<file path="src/flm_pkg.sv">
// ----------------------------------------------------------------------------
// flm_pkg: shared types for the max-tracking queue
// Command and status codes, the data word and the per-step control beat.
// ----------------------------------------------------------------------------
package flm_pkg;

    localparam int WORD_W = 32;

    typedef logic signed [WORD_W-1:0] word_t;

    typedef enum logic {
        CMD_PUSH = 1'b0,
        CMD_POP  = 1'b1
    } command_t;

    typedef enum logic [1:0] {
        STATUS_OK         = 2'd0,
        STATUS_POP_EMPTY  = 2'd1,
        STATUS_PUSH_FULL  = 2'd2
    } status_t;

    // control info of one accepted beat, leaving the queue stage
    typedef struct packed {
        logic    strobe;   // a beat was accepted at the last edge
        logic    bypass;   // new head was written this beat, RAM data is stale
        status_t status;
    } step_t;

endpackage

</file>
<file path="src/fifo_with_running_maximum.sv">
// ----------------------------------------------------------------------------
// fifo_with_running_maximum: queue of signed words with live maximum
// Push/pop queue that reports front, back, true maximum, count and status
// after every beat.
// ----------------------------------------------------------------------------
// Usage:
//   Input channel: a beat is taken on a rising edge with start high and busy
//   low. command selects push (value goes to the back) or pop (front leaves).
//   busy never rises, so one beat can be issued on every clock.
//   Result channel: done pulses for one cycle with front_value, back_value,
//   max_value, count, is_empty and status for that beat. The receiver cannot
//   stall; results come out in issue order, one per accepted beat.
//   Each beat passes the queue stage, which updates the pointers, and then
//   the registered levels of the compare tree that finds the maximum.
//   Throughput: one beat per cycle.
//   A pop on an empty queue or a push on a full one reports its status code
//   and leaves the queue alone. Value outputs read zero when empty.
//   Reset (rst_n low, asynchronous) empties the queue and drops any beats
//   still in flight; entry storage is not cleared.
// ----------------------------------------------------------------------------
module fifo_with_running_maximum
    import flm_pkg::*;
#(
    parameter int DEPTH = 16
) (
    input  logic                       clk,
    input  logic                       rst_n,
    input  logic                       start,
    output logic                       busy,
    input  logic                       command,
    input  logic signed [31:0]         value,
    output logic                       done,
    output logic signed [31:0]         front_value,
    output logic signed [31:0]         back_value,
    output logic signed [31:0]         max_value,
    output logic [$clog2(DEPTH+1)-1:0] count,
    output logic                       is_empty,
    output logic [1:0]                 status
);

    localparam int CNT_W  = $clog2(DEPTH + 1);
    localparam int LEVELS = $clog2(DEPTH);

    // side info waiting for the tree to settle
    typedef struct packed {
        logic [WORD_W-1:0] front;
        logic [WORD_W-1:0] back;
        logic [CNT_W-1:0]  count;
        status_t           status;
    } side_t;

    logic              accept;
    word_t             q_leaf_value [DEPTH];
    logic [DEPTH-1:0]  q_leaf_valid;
    step_t             q_step;
    logic [CNT_W-1:0]  q_count;
    word_t             q_front;
    word_t             q_back;
    logic              root_valid;
    word_t             root_value;

    logic [LEVELS-1:0] strobe_reg, strobe_next;
    side_t             side_reg [LEVELS];
    side_t             side_next [LEVELS];

    assign busy   = 1'b0;
    assign accept = start && !busy;

    flm_queue #(
        .DEPTH (DEPTH)
    ) u_queue (
        .clk        (clk),
        .rst_n      (rst_n),
        .accept     (accept),
        .command    (command),
        .value      (value),
        .leaf_value (q_leaf_value),
        .leaf_valid (q_leaf_valid),
        .step       (q_step),
        .count      (q_count),
        .front      (q_front),
        .back       (q_back)
    );

    flm_max_tree #(
        .DEPTH (DEPTH)
    ) u_tree (
        .clk        (clk),
        .rst_n      (rst_n),
        .leaf_value (q_leaf_value),
        .leaf_valid (q_leaf_valid),
        .root_valid (root_valid),
        .root_value (root_value)
    );

    // delay line matched to the tree depth; empty queue zeroes the values
    always_comb
    begin
        strobe_next[0]      = q_step.strobe;
        side_next[0].front  = (q_count == '0) ? '0 : q_front;
        side_next[0].back   = (q_count == '0) ? '0 : q_back;
        side_next[0].count  = q_count;
        side_next[0].status = q_step.status;
        for (int k = 1; k < LEVELS; k++)
        begin
            strobe_next[k] = strobe_reg[k-1];
            side_next[k]   = side_reg[k-1];
        end
    end

    always_ff @(posedge clk or negedge rst_n)
    begin
        if (!rst_n)
        begin
            strobe_reg <= '0;
        end
        else
        begin
            strobe_reg <= strobe_next;
        end
    end

    always_ff @(posedge clk)
    begin
        side_reg <= side_next;
    end

    assign done        = strobe_reg[LEVELS-1];
    assign front_value = side_reg[LEVELS-1].front;
    assign back_value  = side_reg[LEVELS-1].back;
    assign max_value   = root_valid ? root_value : '0;
    assign count       = side_reg[LEVELS-1].count;
    assign is_empty    = (side_reg[LEVELS-1].count == '0);
    assign status      = side_reg[LEVELS-1].status;

    a_done_follows_start: assert property (@(posedge clk) disable iff (!rst_n)
        accept |-> ##(LEVELS + 1) done)
        else $error("accepted beat produced no result");

    a_done_has_cause: assert property (@(posedge clk) disable iff (!rst_n)
        done && $past(rst_n, LEVELS + 1) |-> $past(accept, LEVELS + 1))
        else $error("result without an accepted beat");

    a_max_bounds: assert property (@(posedge clk) disable iff (!rst_n)
        done && !is_empty |-> (max_value >= front_value) && (max_value >= back_value))
        else $error("maximum below front or back entry");

endmodule

</file>
<file path="src/flm_ram.sv">
// ----------------------------------------------------------------------------
// flm_ram: generic single-write, single-read RAM
// One write port, one read port, read data registered.
// ----------------------------------------------------------------------------
module flm_ram #(
    parameter int WIDTH = 32,
    parameter int DEPTH = 16
) (
    input  logic                     clk,
    input  logic                     we,
    input  logic [$clog2(DEPTH)-1:0] waddr,
    input  logic [WIDTH-1:0]         wdata,
    input  logic [$clog2(DEPTH)-1:0] raddr,
    output logic [WIDTH-1:0]         rdata
);

    logic [WIDTH-1:0] mem [DEPTH];
    logic [WIDTH-1:0] rdata_reg;

    always_ff @(posedge clk)
    begin
        if (we)
        begin
            mem[waddr] <= wdata;
        end
        rdata_reg <= mem[raddr];
    end

    assign rdata = rdata_reg;

endmodule

</file>
<file path="src/flm_queue.sv">
// ----------------------------------------------------------------------------
// flm_queue: circular queue state
// Head/count pointers, occupancy bits, tree leaves and a RAM mirror whose
// registered read port supplies the front entry after each beat.
// ----------------------------------------------------------------------------
module flm_queue
    import flm_pkg::*;
#(
    parameter int DEPTH = 16
) (
    input  logic                       clk,
    input  logic                       rst_n,
    input  logic                       accept,
    input  logic                       command,
    input  word_t                      value,
    output word_t                      leaf_value [DEPTH],
    output logic [DEPTH-1:0]           leaf_valid,
    output step_t                      step,
    output logic [$clog2(DEPTH+1)-1:0] count,
    output word_t                      front,
    output word_t                      back
);

    localparam int PTR_W = $clog2(DEPTH);
    localparam int CNT_W = $clog2(DEPTH + 1);
    localparam int SUM_W = PTR_W + 1;

    logic [PTR_W-1:0] head_reg, head_next;
    logic [CNT_W-1:0] count_reg, count_next;
    logic [DEPTH-1:0] valid_reg, valid_next;
    step_t            step_reg, step_next;
    word_t            leaf_reg [DEPTH];
    word_t            back_reg;
    word_t            hold_reg;

    logic             is_full;
    logic             is_zero;
    logic [SUM_W-1:0] tail_sum;
    logic [PTR_W-1:0] tail;
    logic [PTR_W-1:0] head_inc;
    logic             do_push;
    logic             do_pop;
    logic [WORD_W-1:0] ram_rdata;

    assign is_full  = (count_reg == CNT_W'(DEPTH));
    assign is_zero  = (count_reg == '0);
    // count < DEPTH whenever the tail is used, so it fits PTR_W bits
    assign tail_sum = SUM_W'(head_reg) + SUM_W'(count_reg[PTR_W-1:0]);
    assign tail     = (tail_sum >= SUM_W'(DEPTH)) ? PTR_W'(tail_sum - SUM_W'(DEPTH))
                                                  : tail_sum[PTR_W-1:0];
    assign head_inc = (head_reg == PTR_W'(DEPTH - 1)) ? '0 : head_reg + 1'b1;
    assign do_push  = accept && (command == CMD_PUSH) && !is_full;
    assign do_pop   = accept && (command == CMD_POP) && !is_zero;

    always_comb
    begin
        head_next  = head_reg;
        count_next = count_reg;
        valid_next = valid_reg;
        step_next.strobe = accept;
        step_next.bypass = do_push && is_zero;
        step_next.status = STATUS_OK;
        if (do_push)
        begin
            count_next       = count_reg + 1'b1;
            valid_next[tail] = 1'b1;
        end
        if (do_pop)
        begin
            head_next            = head_inc;
            count_next           = count_reg - 1'b1;
            valid_next[head_reg] = 1'b0;
        end
        if (accept && (command == CMD_PUSH) && is_full)
        begin
            step_next.status = STATUS_PUSH_FULL;
        end
        if (accept && (command == CMD_POP) && is_zero)
        begin
            step_next.status = STATUS_POP_EMPTY;
        end
    end

    always_ff @(posedge clk or negedge rst_n)
    begin
        if (!rst_n)
        begin
            head_reg  <= '0;
            count_reg <= '0;
            valid_reg <= '0;
            step_reg  <= '{strobe: 1'b0, bypass: 1'b0, status: STATUS_OK};
        end
        else
        begin
            head_reg  <= head_next;
            count_reg <= count_next;
            valid_reg <= valid_next;
            step_reg  <= step_next;
        end
    end

    always_ff @(posedge clk)
    begin
        if (do_push)
        begin
            leaf_reg[tail] <= value;
            back_reg       <= value;
        end
        if (accept)
        begin
            hold_reg <= value;
        end
    end

    // mirror of the entries; read address tracks the head after this beat
    flm_ram #(
        .WIDTH (WORD_W),
        .DEPTH (DEPTH)
    ) u_ram (
        .clk   (clk),
        .we    (do_push),
        .waddr (tail),
        .wdata (value),
        .raddr (head_next),
        .rdata (ram_rdata)
    );

    assign leaf_value = leaf_reg;
    assign leaf_valid = valid_reg;
    assign step       = step_reg;
    assign count      = count_reg;
    assign back       = back_reg;
    // push into an empty queue writes the head in the same cycle it is read
    assign front      = step_reg.bypass ? hold_reg : word_t'(ram_rdata);

    a_count_bound: assert property (@(posedge clk) disable iff (!rst_n)
        count_reg <= CNT_W'(DEPTH))
        else $error("queue count above depth");

    a_valid_matches_count: assert property (@(posedge clk) disable iff (!rst_n)
        $countones(valid_reg) == int'(count_reg))
        else $error("occupancy bits disagree with count");

    a_full_flag: assert property (@(posedge clk) disable iff (!rst_n)
        step_reg.strobe && (step_reg.status == STATUS_PUSH_FULL)
        |-> count_reg == CNT_W'(DEPTH))
        else $error("push rejected while not full");

    a_empty_flag: assert property (@(posedge clk) disable iff (!rst_n)
        step_reg.strobe && (step_reg.status == STATUS_POP_EMPTY) |-> count_reg == '0)
        else $error("pop rejected while not empty");

endmodule

</file>
<file path="src/flm_max_tree.sv">
// ----------------------------------------------------------------------------
// flm_max_tree: pipelined maximum over the occupied entries
// Binary heap of registered compare nodes, one tree level per clock.
// ----------------------------------------------------------------------------
module flm_max_tree
    import flm_pkg::*;
#(
    parameter int DEPTH = 16
) (
    input  logic             clk,
    input  logic             rst_n,
    input  word_t            leaf_value [DEPTH],
    input  logic [DEPTH-1:0] leaf_valid,
    output logic             root_valid,
    output word_t            root_value
);

    localparam int LEVELS = $clog2(DEPTH);
    localparam int NLEAF  = 1 << LEVELS;
    localparam int NINT   = NLEAF - 1;
    localparam int NODES  = 2 * NLEAF - 1;

    word_t            node_val_reg [NINT];
    logic [NINT-1:0]  node_vld_reg;
    word_t            node_val_next [NINT];
    logic [NINT-1:0]  node_vld_next;
    word_t            all_val [NODES];
    logic [NODES-1:0] all_vld;

    // heap view: internal registers first, then padded leaves
    always_comb
    begin
        for (int i = 0; i < NINT; i++)
        begin
            all_val[i] = node_val_reg[i];
            all_vld[i] = node_vld_reg[i];
        end
        for (int i = 0; i < NLEAF; i++)
        begin
            if (i < DEPTH)
            begin
                all_val[NINT + i] = leaf_value[i];
                all_vld[NINT + i] = leaf_valid[i];
            end
            else
            begin
                all_val[NINT + i] = '0;
                all_vld[NINT + i] = 1'b0;
            end
        end
    end

    always_comb
    begin
        for (int n = 0; n < NINT; n++)
        begin
            if (all_vld[2*n+1] && (!all_vld[2*n+2] || all_val[2*n+1] >= all_val[2*n+2]))
            begin
                node_val_next[n] = all_val[2*n+1];
            end
            else
            begin
                node_val_next[n] = all_val[2*n+2];
            end
            node_vld_next[n] = all_vld[2*n+1] || all_vld[2*n+2];
        end
    end

    always_ff @(posedge clk or negedge rst_n)
    begin
        if (!rst_n)
        begin
            node_vld_reg <= '0;
        end
        else
        begin
            node_vld_reg <= node_vld_next;
        end
    end

    always_ff @(posedge clk)
    begin
        node_val_reg <= node_val_next;
    end

    assign root_valid = node_vld_reg[0];
    assign root_value = node_val_reg[0];

endmodule

</file>
<file path="config.mk">
export PLATFORM = sky130hd
export DESIGN_NAME = fifo_with_running_maximum
export DESIGN_NICKNAME = d
export VERILOG_FILES = /design/src/flm_pkg.sv /design/src/fifo_with_running_maximum.sv /design/src/flm_ram.sv /design/src/flm_queue.sv /design/src/flm_max_tree.sv
export SDC_FILE = /design/constraint.sdc
export NUM_CORES = 2
export LEC_CHECK = 0
export ABC_AREA = 1
export ABC_CLOCK_PERIOD_IN_PS = 7300
export BUFFER_PORTS_ARGS = -buffer_cell sky130_fd_sc_hd__buf_2
export CAP_MARGIN = 15
export CORE_MARGIN = 3
export CORE_UTILIZATION = 60
export CTS_BUF_LIST = sky130_fd_sc_hd__clkbuf_16
export DETAILED_ROUTE_END_ITERATION = 10
export PLACE_DENSITY = 0.75
export SYNTH_ARGS = -nofsm -noshare
export SYNTH_HDL_FRONTEND = slang
export SYNTH_SLANG_ARGS = --single-unit
</file>
<file path="constraint.sdc">
create_clock -name clk -period 7.3 [get_ports clk]
set_input_delay 0.73 -clock clk [delete_from_list [all_inputs] [get_ports clk]]
set_output_delay 0.73 -clock clk [all_outputs]
set_load 0.005 [all_outputs]
</file>
==> impl_metrics.json <==
{
  "layout-drive-gt1-share": 0.0743,
  "hold_class": "in -> reg",
  "dieArea_sq_mm": 0.108,
  "core_sq_mm": 0.102,
  "viasPerCell": 5.86,
  "cts_num_sinks": 1420,
  "worst_pin_slew_ns": 1.25,
  "final_common_cell": "nand2_1",
  "ant_nets": 0,
  "yosysUniqueCellTypes": 43,
  "cts_root_buf": "clkbuf_16",
  "maxCapViolations": 0,
  "layout_common_cells": "nand2_1, nand3_1, inv_1",
  "yosysWarnings": 0,
  "setup_viol_count_final": 0,
  "drc_errors": 0,
  "clkTransAtPathRegs_ns": 0.06,
  "p_leak_nw": 33.2,
  "final_cells": 8361,
  "synth_ff_type": "dfxtp_1",
  "fin_nets": 7391,
  "end_kind": "flop",
  "clk_latency_ns": 0.78,
  "hold_viol_final": 0,
  "finalSetupTns_ns": 0,
  "largest_register_ffs": 496,
  "grt_usage": 0.368,
  "finalCriticalPeriod_ns": 4.41,
  "synth_cells": 6800,
  "start_kind": "flop",
  "clk_path_buf_depth": 3,
  "worst-path-max-fanout": 33,
  "vdd_ir_drop_max_mv": 0.545,
  "drv_slew": 0,
  "num_rows": 117,
  "area_delta_synth_final_pct": 10.6,
  "grt_max_degree": 129,
  "post_cts_buffers": 0,
  "place_area_sq_mm": 0.0640,
  "yosysSeqAreaShare": 0.552,
  "firstDrtPassIters": 6,
  "relSlewSlack": 0.165,
  "drt_wl_total_mm": 200,
  "cts_tree": "done",
  "path_class": "reg -> reg",
  "dp_slack_ns": 2.39,
  "fin_crit_sh": 0.605,
  "syn-cell-area_sq_mm": 0.0623,
  "holdWs_ns": 0.186,
  "vias": 49000,
  "fin_util": 0.673,
  "grt_pass1_vias": 46100,
  "dp_cells": 8081,
  "start_util": 0.608,
  "grt_overflow": 0,
  "wl_per_cell_um": 24.0,
  "cts_made_buffers": 146,
  "synth_edf_count": 576,
  "h-tree-depth": 4,
  "grt_pass1_wl_mm": 291,
  "syn_nets": 7328,
  "syn_avg_cell_area_sq_um": 9.17,
  "hpwlAfterDp_mm": 140,
  "drt-initial-drc-count": 5932,
  "io_pins": 142,
  "arrival_ns": 5.07,
  "place.gp.congestion": 0.995,
  "fin_skew_ns": 0.0318,
  "power_mw": 33.3,
  "ys_seq_elements": 1420,
  "die_h_um": 328,
  "io_buffer_count": 140,
  "p_per_area_mw_per_mm2": 483,
  "rsz0062_at_grt": "false",
  "async_flop_share": 0.0338,
  "antenna_found_initial": 24,
  "status": "complete, no violations",
  "timing.final.ws_setup_ns": 2.89,
  "final_area_sq_mm": 0.0689,
  "crit_required_ns": 7.96,
  "fmaxAchievable_mhz": 227,
  "die_x_um": 328
}
## critical path, stage by stage, from the launching register on
cell	delay [ns]
edfxtp_1	0.36
inv_1	0.08
ha_1	0.45
nand2_1	0.12
nor2_1	0.13
and2_1	0.24
and3_1	0.23
nand2_1	0.08
nand3_1	0.08
nand3_2	0.79
nand2_1	1.03
buf_4	0.40
nand2_1	0.08
nand2_1	0.21
## final cells by class
cell class / instances / area [sq um]
sequential: 1420 / 34400
fill: 8051 / 33500
multi-input combinational: 4294 / 23700
clock buffer: 157 / 3930
inverter: 797 / 2990
tap: 1368 / 1710
timing repair buffer: 204 / 1230
clock inverter: 116 / 946
antenna: 5 / 12.5
## kinds of logic (layout without fill, tap and decap cells)
kind of cell	count (synthesis)	count (layout)	synth area share
compound gates	319	319	0.0283
buf+inv	1086	1274	0.0711
other cells	1	6	0.0000602
flops	1420	1420	0.552
simple gates	3441	3441	0.242
xor+xnor	8	8	0.00124
fa+ha+maj	492	492	0.0990
mux	33	33	0.00594
## cell usage after synthesis, drive strengths merged, types with 13 or more instances
master	number	share of area
a21boi	14	0.0017
a21o	28	0.0034
a21oi	212	0.017
and2	13	0.0013
buf	192	0.017
clkbuf	97	0.0058
dfrtp	48	0.019
dfxtp	796	0.26
edfxtp	576	0.28
ha	490	0.098
inv	797	0.048
mux2	32	0.0058
nand2	1968	0.12
nand3	988	0.080
nand3b	186	0.022
nand4	28	0.0029
nor2	222	0.013
o21a	19	0.0023
o21ai	41	0.0034
or2	15	0.0015
## power by group
| part | internal [mW] | switching, mW | total [mW] | leakage (nW) |
|---|---|---|---|---|
| logic | 3.85 | 9.70 | 13.6 | 18.2 |
| registers | 10.8 | 1.47 | 12.2 | 12.5 |
| clock network | 4.25 | 3.24 | 7.50 | 2.53 |
## repair_timing
item	CTS	global route
endpoints found under the hold margin	9	0
resized for setup	0	0
hold buffers	1	0
## worst paths after layout
path	start	to	slack, ns	cells after the start
min in group asynchronous	rst_n	u_tree.node_vld_reg[10]	0.43	2
max reg2reg	u_queue.u_ram.mem[9][31]	u_tree.all_val[625]	2.89	13
max	u_queue.u_ram.mem[9][31]	u_tree.all_val[625]	2.89	13
min	command	u_queue.step[1]	0.19	2
min reg2reg	side_next[20]	back_value[13]	0.31	0
max in group asynchronous	rst_n	u_queue.leaf_valid[10]	5.74	3
## layer usage
metal  part of all wire  vias to the layer above  track usage
met4              0.082                        6        0.256
li1                   -                    22400            -
met3               0.11                      695       0.0764
met5            0.00022                        -            0
met2               0.44                     2907        0.558
met1               0.37                    23000        0.473
(Power assumes the default switching activity.)
